[config.mk]
export PLATFORM = sky130hd
export DESIGN_NAME = pckt_front
export DESIGN_NICKNAME = d
export VERILOG_FILES = /design/src/hw/rtl/pckt_pkg.sv /design/src/hw/rtl/pckt_front.sv
export SDC_FILE = /design/constraint.sdc
export NUM_CORES = 1
export LEC_CHECK = 0
export BUFFER_PORTS_ARGS = -buffer_cell sky130_fd_sc_hd__buf_2
export CAP_MARGIN = 30
export CELL_PAD_IN_SITES_DETAIL_PLACEMENT = 1
export CELL_PAD_IN_SITES_GLOBAL_PLACEMENT = 1
export CORE_ASPECT_RATIO = 2
export CORE_MARGIN = 4
export CORE_UTILIZATION = 45
export CTS_CLUSTER_DIAMETER = 60
export DETAILED_ROUTE_END_ITERATION = 10
export MAX_ROUTING_LAYER = met4
export PLACE_DENSITY = 0.9
export SLEW_MARGIN = 25
export SYNTH_ARGS = -nofsm -noshare
export SYNTH_HDL_FRONTEND = slang
export SYNTH_SLANG_ARGS = --single-unit
export TNS_END_PERCENT = 1
[constraint.sdc]
create_clock -name aclk -period 11.2 [get_ports aclk]
set_input_delay 0.56 -clock aclk [delete_from_list [all_inputs] [get_ports aclk]]
set_output_delay 0.56 -clock aclk [all_outputs]
set_load 0.01 [all_outputs]
[src/hw/rtl/pckt_pkg.sv]
// Shared types, constants and the CORDIC arctangent table for the keyframe trigger.
package pckt_pkg;

    localparam int POS_W     = 32;
    localparam int QUAT_W    = 16;
    localparam int ANG_W     = 16;
    localparam int PITCH_W   = 15;
    localparam int MOVE_W    = 31;
    localparam int TURN_W    = 15;
    localparam int IN_W      = 3 * POS_W + 4 * QUAT_W;
    localparam int OUT_W     = 1 + 2 * ANG_W + PITCH_W;
    localparam int CFG_IDX_W = 1;

    localparam int CORDIC_STEPS = 16;
    localparam int TAB_LEN      = 24;
    localparam int CORDIC_ITERS = (CORDIC_STEPS < TAB_LEN) ? CORDIC_STEPS : TAB_LEN;
    localparam int IT_W         = $clog2(TAB_LEN);

    localparam int HALF_PI_Q20 = 1647099;
    localparam int Q13_PI      = 25736;
    localparam int Q13_HALF_PI = 12868;

    localparam logic [MOVE_W-1:0] MOVE_THR_RESET = MOVE_W'(26214);
    localparam logic [TURN_W-1:0] TURN_THR_RESET = TURN_W'(1393);

    typedef enum logic [CFG_IDX_W-1:0] {
        REG_MOVE_THR = 1'b0,
        REG_TURN_THR = 1'b1
    } cfg_reg_t;

    // Packed so that pos_x lands in the lowest bits of tdata.
    typedef struct packed {
        logic signed [QUAT_W-1:0] quat_z;
        logic signed [QUAT_W-1:0] quat_y;
        logic signed [QUAT_W-1:0] quat_x;
        logic signed [QUAT_W-1:0] quat_w;
        logic signed [POS_W-1:0]  pos_z;
        logic signed [POS_W-1:0]  pos_y;
        logic signed [POS_W-1:0]  pos_x;
    } item_t;

    typedef struct packed {
        logic [MOVE_W-1:0] move_thr;
        logic [TURN_W-1:0] turn_thr;
    } cfg_t;

    function automatic logic [19:0] atan_q20(input logic [IT_W-1:0] i);
        logic [19:0] v;
        case (i)
            5'd0:  v = 20'd823550;
            5'd1:  v = 20'd486170;
            5'd2:  v = 20'd256879;
            5'd3:  v = 20'd130396;
            5'd4:  v = 20'd65451;
            5'd5:  v = 20'd32757;
            5'd6:  v = 20'd16383;
            5'd7:  v = 20'd8192;
            5'd8:  v = 20'd4096;
            5'd9:  v = 20'd2048;
            5'd10: v = 20'd1024;
            5'd11: v = 20'd512;
            5'd12: v = 20'd256;
            5'd13: v = 20'd128;
            5'd14: v = 20'd64;
            5'd15: v = 20'd32;
            5'd16: v = 20'd16;
            5'd17: v = 20'd8;
            5'd18: v = 20'd4;
            5'd19: v = 20'd2;
            5'd20: v = 20'd1;
            default: v = 20'd0;
        endcase
        return v;
    endfunction

endpackage

[src/hw/rtl/pckt_front.sv]
// Input side: accepts pose transfers and holds them in a two-entry queue.
module pckt_front
    import pckt_pkg::*;
(
    input  logic            aclk,
    input  logic            aresetn,
    input  logic            s_tvalid,
    output logic            s_tready,
    input  logic [IN_W-1:0] s_tdata,   // pos_x, pos_y, pos_z, quat_w, quat_x, quat_y, quat_z
    output logic            q_valid,
    input  logic            q_ready,
    output item_t           q_item
);

    item_t       slot_reg [2];
    logic        wr_ptr_reg;
    logic        rd_ptr_reg;
    logic [1:0]  count_reg;
    logic        push;
    logic        pop;

    assign s_tready = (count_reg != 2'd2);
    assign q_valid  = (count_reg != 2'd0);
    assign q_item   = slot_reg[rd_ptr_reg];
    assign push     = s_tvalid && s_tready;
    assign pop      = q_valid && q_ready;

    always_ff @(posedge aclk) begin
        if (!aresetn) begin
            wr_ptr_reg <= 1'b0;
            rd_ptr_reg <= 1'b0;
            count_reg  <= 2'd0;
        end else begin
            if (push) begin
                slot_reg[wr_ptr_reg] <= item_t'(s_tdata);
                wr_ptr_reg           <= ~wr_ptr_reg;
            end
            if (pop) begin
                rd_ptr_reg <= ~rd_ptr_reg;
            end
            if (push && !pop) begin
                count_reg <= count_reg + 2'd1;
            end else if (pop && !push) begin
                count_reg <= count_reg - 2'd1;
            end
        end
    end

endmodule

== Yosys cells after proc, flatten, opt, wreduce, memory -nomap -nowiden ==
Memories as Yosys holds them, arrays and structs flattened. A register that Yosys moved wholly into a read port is not among the register bits.
Index checks and enable logic that the tools add are counted.
Storage, ports and cells
  word-level logic and storage cells: 24
  register bits: 4
  output and inout port bits: 162
  RAM bits: 320
  memories: 1
  input bits: 164
  bits in read-only memories: 0
  latch bits: 0
Operators by class
  reduce and logical (&&, ||, !) cells: 8
  add/sub/neg operators: 2
  div/mod/pow operators: 0
  shifts and indexed selects: 0
  bitwise operators: 2
  multiplexer cells: 7
  eq/ne operators: 1
  $mul: 0
  $lt $le $gt $ge: 0
Memory list
  slot_reg: depth 2, bits a word 160, read ports 1, clocked after memory_dff 1, write ports 1, line pckt_front.sv:15  | item_t slot_reg [2];
Operators with widths (number)
  1-bit two-way mux: 5
  1-bit logical AND: 4
  2-bit two-way mux: 2
  2-bit nonzero test: 2
  2-bit by 1-bit adder with 2-bit output (second input constant): 1
  1-bit zero test: 2
  2-bit inequality test (second input constant): 1
  1-bit NOT: 2
  2-bit by 1-bit subtractor with 2-bit output (second input constant): 1

== Longest topological paths before layout ==
Gate-level depths: netlist (run 1).
  depth in word-level cells: 6
  gate-level depth with buffers: 6
  mapped depth without buffers: 6

== Least setup slack after synthesis (run 1) ==
No wires, ideal clock.
  path kind: reg-to-reg
  start point: register count_reg[0]
  end point: memory slot_reg[0][0] (netlist name) (enable)
  clock period less this slack: 8.003 ns
  library setup time: 0.682 ns
  path buffers: 0
  stages on the path, launching flop included: 5
  data arrival time: 7.321 ns
  setup slack: 3.197 ns
  required time: 10.518 ns
  path through: dfxtp_1 nor2b_1 inv_1 nand3_1 nor2_1
On the way
  cells in the longest elaborated chain, start to end: 5
Ends and longest elaborated chain
  from (decl): line pckt_front.sv:18  | logic [1:0] count_reg;
  from (signal assigned): line pckt_front.sv:42  | count_reg <= count_reg + 2'd1;
  from (signal assigned): line pckt_front.sv:44  | count_reg <= count_reg - 2'd1;
  2-bit inequality test: line pckt_front.sv:22  | assign s_tready = (count_reg != 2'd2);
  net s_tready: line pckt_front.sv:8  | output logic s_tready,
  1-bit logical AND: line pckt_front.sv:25  | assign push = s_tvalid && s_tready;
  1-bit two-way mux: line pckt_front.sv:34  | if (push) begin
  1-bit two-way mux: line pckt_front.sv:29  | if (!aresetn) begin
  1-bit two-way mux (implied by the code): line pckt_front.sv:35  | slot_reg[wr_ptr_reg] <= item_t'(s_tdata);
  to (decl): line pckt_front.sv:15
The timed path passes the listed nets, and every way through them passes these cells.

==> impl_metrics.yaml, run 1 <==
grt:
  grt_overflow_total: 0
  grt_use_total: 0.188
  grt_max_degree: 77
  grt_pass1_wl_um: 41300
  grt_pass1_vias: 6893
  antenna_found_initial: 9
critical_path:
  cpPeakStageDelay_ns: 0.87
  arrival_ns: 2.79
  timing.rr.start: "count_reg[0]$_SDFFE_PN0P_"
  reg2reg_depth: 6
  crit_path_top_delay_cell: "dfxtp_4"
  path_max_fanout: 49
  crit_path_start_kind: "register"
  crit_type: "reg -> out"
  critPathBufInv: 2
  path_cells: "buf_4 > mux2_2 > buf_2"
  r2r_end: "slot_reg[0][70]$_DFFE_PP_"
  cp_top_family: "buffers and inverters"
  cp-end-kind: "output port"
  rrSetupSlack_ns: 8.52
  worst-endpoint-required_ns: 10.64
timing:
  min_period_over_period: 0.299
  hold_violations: 0
  setup_viol: 0
  grt_setup_unrepaired: "no"
  worstMarginPinSlew_ns: 0.937
  period_needed_ns: 3.35
  max_freq_mhz: 298
  drv_slew: 0
  fin_worst_skew_ns: 0.0112
  slew_headroom: 0.376
  setup_slack_ns: 7.85
  fin_setup_tns_ns: 0
routing:
  via_per_inst: 4.94
  first_pass_iters: 4
  route.detailed.drc: 0
  finalWirelength_um: 29000
  ant_nets: 0
  vias: 6157
  drt_iter0_markers: 373
  wire_per_inst_um: 23.2
power:
  swShare: 0.253
  switchingPower_mw: 0.834
  pwr-share-seq: 0.458
  intPower_mw: 2.46
  p_per_area_nw_per_um2: 216
  finalPower_mw: 3.29
  vdd.ir_drop.worst_mv: 0.141
  pwr-share-clk: 0.316
  p_leak_nw: 5.79
  combPwrFrac: 0.227
clock_network:
  clock_latency_ns: 0.54
  cts_root_buf: "clkbuf_16"
  cts_max_path_buffers: 3
  holdBufCountCts: 0
  ctsResizeCount: 0
  post_cts_buffers: 0
  cts_tree: "done"
  numCtsBuffers: 27
  htree_levels: 1
  clk_pin_slew_ns: 0.07
  cts.sink_count: 325
logic_synthesis:
  syn-num-nets: 690
  seq_area_frac_synth: 0.796
  netlist_area_um2: 12200
  ys_ff_latch: 325
  synthCells: 525
  ys_types: 20
  syn_area_per_cell_um2: 23.2
  ys_warn_count: 0
layout:
  layout_commonest_cell: "buf_2"
  multi_input_area_um2: 2320
  fin_nets: 1035
  final_cell_mix: "buf_2, edfxtp_1, mux2_4, mux2_2, clkbuf_16"
  area_delta_synth_final_pct: 25.0
  largest_reg_flops: 320
  n_fill_cell: 2539
  regArea_um2: 9710
  fin_area_um2: 15200
  drive_above_1_share: 0.607
  post-route-util: 0.569
floorplan:
  io_pins: 326
  rows: 85
  start_util: 0.455
  fp.dieH_um: 241
  die_w_um: 124
  die_area_um2: 29900
  coreArea_um2: 26800
min_path:
  hold_path_class: "in -> reg"
  hp-start: "s_tdata[33]"
  hold-path-endpoint: "slot_reg[0][33]$_DFFE_PP_"
  hold_depth: 1
run:
  cap_violations: 0
place:
  dpl_cell_area_um2: 14200
  dp_slack_ns: 8.23
  dp_hpwl_um: 20500
  port_buffers: 325
  gp_congestion: 0.808
run_status:
  status: "completed"
[cell families after synthesis]
logic type / after synthesis / share of synthesized area
buffers and inverters: 20 / 0.0142
adders and majority gates: 1 / 0.00103
and+or+nand+nor: 11 / 0.00513
AOI/OAI and AO/OA: 5 / 0.00246
xor gates and xnor gates: 3 / 0.00216
muxes: 160 / 0.179
DFF: 325 / 0.796
[metrics by stage]
| stage | instances | hold slack (ns) |
|---|---|---|
| floorplan | 525 | 0.466 |
| global route | 1246 | 0.184 |
| finish | 1247 | 0.205 |
| global placement | 1186 | 0.500 |
| CTS | 1235 | 0.176 |
| detailed placement | 1187 | 0.525 |
[layer usage]
metal | track usage | up-vias | part of all wire
li1 | - | 2788 | -
met5 | - | - | 0
met4 | 0.0818 | 0 | 0.042
met2 | 0.361 | 247 | 0.58
met3 | 0.0374 | 65 | 0.056
met1 | 0.180 | 3057 | 0.32
[area by class of cell]
class,count,area share
Tap cell,348,0.0286
Antenna cell,10,0.00164
Clock inverter,19,0.0197
Clock buffer,29,0.0448
Sequential cell,325,0.637
Inverter,2,0.000493
Timing Repair Buffer,334,0.115
Multi-Input combinational cell,180,0.152
[synthesized netlist by cell type]
library cell	number	share of area
edfxtp_1	320	0.79
mux2_4	100	0.12
mux2_2	60	0.055
buf_6	12	0.011
buf_2	6	0.0025
dfxtp_1	5	0.0082
and2_1	3	0.0015
a21boi_1	2	0.0012
inv_1	2	0.00062
nor2_1	2	0.00062
o21ai_0	2	0.00082
or3_1	2	0.0010
xnor2_1	2	0.0014
and3_1	1	0.00051
ha_1	1	0.0010
nand3_1	1	0.00041
nor2b_1	1	0.00051
o21ai_1	1	0.00041
or2_2	1	0.00051
xor2_1	1	0.00072
[power by group through the flow]
stage          Clock [mW]  Combinational, mW  Sequential (mW)
4_1_cts              1.07              0.752             1.51
6_report             1.04              0.746             1.51
2_1_floorplan           0              0.525             1.51
3_5_place_dp            0              0.747             1.53
3_3_place_gp            0              0.723             1.52
5_1_grt              1.12              0.792             1.51
[worst max-delay path by stage]
stage                                    from                   endpoint  slack (ns)  depth (start not counted)
floorplan           count_reg[0]$_SDFFE_PN0P_   slot_reg[0][0]$_DFFE_PP_        3.20                          4
global placement                      aresetn  slot_reg[0][78]$_DFFE_PP_        8.18                          4
detailed placement                   register                 q_item[29]        8.23                          3
CTS                                  register                 q_item[29]        7.63                          3
global route                         register                 q_item[10]        7.69                          3
finish                               register                  q_item[6]        7.85                          3
(Power assumes the default switching activity.)
==> run 2: changes to the inputs <==
==> constraint.sdc (replaced) <==
create_clock -name aclk -period 3.3 [get_ports aclk]
set_input_delay 0.165 -clock aclk [delete_from_list [all_inputs] [get_ports aclk]]
set_output_delay 0.165 -clock aclk [all_outputs]
set_load 0.01 [all_outputs]
==> impl_metrics.yaml, run 2 (synthesis results as in run 1) <==
place:
  gp_congestion: 0.782
  dp_slack_ns: 1.19
  port_buffers: 325
  dp_hpwl_um: 20500
  dp_cells: 1192
critical_path:
  path_max_fanout: 42
  cp_top_family: "flip-flops"
  crit_type: "reg -> out"
  crit_path_top_delay_cell: "dfxtp_4"
  path_cells: "buf_4 > mux2_4 > buf_2"
  critPathBufInv: 2
  arrival_ns: 2.42
  crit_path_start_kind: "register"
  cpPeakStageDelay_ns: 0.78
  cp-end-kind: "output port"
  worst-endpoint-required_ns: 3.13
grt:
  grt_overflow_total: 0
  grt_max_degree: 56
  antenna_found_initial: 8
  grt_pass1_wl_um: 49900
  grt_pass1_vias: 8003
  grt_use_total: 0.226
timing:
  drv_slew: 0
  slew_headroom: 0.491
  period_needed_ns: 2.59
  setup_slack_ns: 0.712
  grt_setup_unrepaired: "no"
  max_freq_mhz: 386
  fin_worst_skew_ns: 0.0248
  setup_viol: 0
  hold_violations: 0
  worstMarginPinSlew_ns: 0.763
  min_period_over_period: 0.784
floorplan:
  fp.dieH_um: 241
  start_util: 0.455
  coreArea_um2: 26800
  io_pins: 326
  rows: 85
  die_w_um: 124
  die_area_um2: 29900
layout:
  final_cell_mix: "buf_2, edfxtp_1, dlygate4sd3_1, mux2_4, mux2_2"
  area_delta_synth_final_pct: 37.3
  layout_commonest_cell: "buf_2"
  fin_nets: 1200
  fin_cells: 1411
  largest_reg_flops: 320
  drive_above_1_share: 0.520
power:
  vdd.ir_drop.worst_mv: 0.588
  p_leak_nw: 6.43
  finalPower_mw: 11.1
  p_per_area_nw_per_um2: 664
clock_network:
  numCtsBuffers: 27
  cts.sink_count: 325
  clk_pin_slew_ns: 0.07
  post_cts_buffers: 0
  cts_root_buf: "clkbuf_16"
  holdBufCountCts: 162
  cts_max_path_buffers: 3
  ctsResizeCount: 0
  clock_latency_ns: 0.54
  cts_tree: "done"
  htree_levels: 1
routing:
  finalWirelength_um: 34200
  wire_per_inst_um: 24.2
  ant_nets: 0
  first_pass_iters: 4
  via_per_inst: 4.97
  route.detailed.drc: 0
  drt_iter0_markers: 407
  vias: 7019
run:
  cap_violations: 0
min_path:
  hold_path_class: "in -> reg"
run_status:
  status: "completed"
## run 2: worst reg2reg max path: cells and delay by family, from the launching register on
kind,cells,cell delay [ns]
AND/OR/NAND/NOR,3,0.88
buffers and inverters,1,0.54
flip-flops,1,0.35
## run 2: per-stage QoR
stage                     instance area, µm²  utilization  TNS (ns)  hold slack (ns)
after floorplan                        12200            -    -15.43            0.264
after global placement                 14200        0.531         0            0.352
after detailed placement               14200        0.531         0            0.357
after CTS                              16700        0.624         0           0.0988
after global routing                   16700        0.624         0            0.137
final                                  16700        0.624         0            0.108
## run 2: cell type report
class                   instances  area (µm²)
clock buffers                  30         687
flip-flops and latches        325        9720
inverters                       2        7.51
fillers                      2425       10100
repair buffers                499        3360
clock inverters                19         173
multi-input cells             180        2330
diodes                          8        20.0
well taps                     348         435
## run 2: worst paths after layout
path | startpoint | endpoint | slack [ns] | cells after the start
worst max register to register | count_reg[1]$_SDFFE_PN0P_ | slot_reg[1][51]$_DFFE_PP_ | 1.18 | 4
worst min-delay path | q_ready | rd_ptr_reg$_SDFFE_PN0P_ | 0.11 | 4
worst min register to register | count_reg[1]$_SDFFE_PN0P_ | count_reg[1]$_SDFFE_PN0P_ | 0.54 | 2
worst max-delay path | register | q_item[59] | 0.71 | 3
## run 2: per-layer routing
layer / GRT usage / routed length (µm) / vias to the layer above / share of wire
met2: 0.423 / 19300 / 322 / 0.57
met3: 0.0423 / 1820 / 89 / 0.053
li1: - / - / 3114 / -
met5: - / 0 / - / 0
met1: 0.230 / 11600 / 3494 / 0.34
met4: 0.0928 / 1430 / 0 / 0.042
## run 2: power breakdown
| part | switching, mW | internal [mW] |
|---|---|---|
| registers | 0.195 | 4.91 |
| clock network | 1.45 | 1.74 |
| logic | 1.38 | 1.43 |
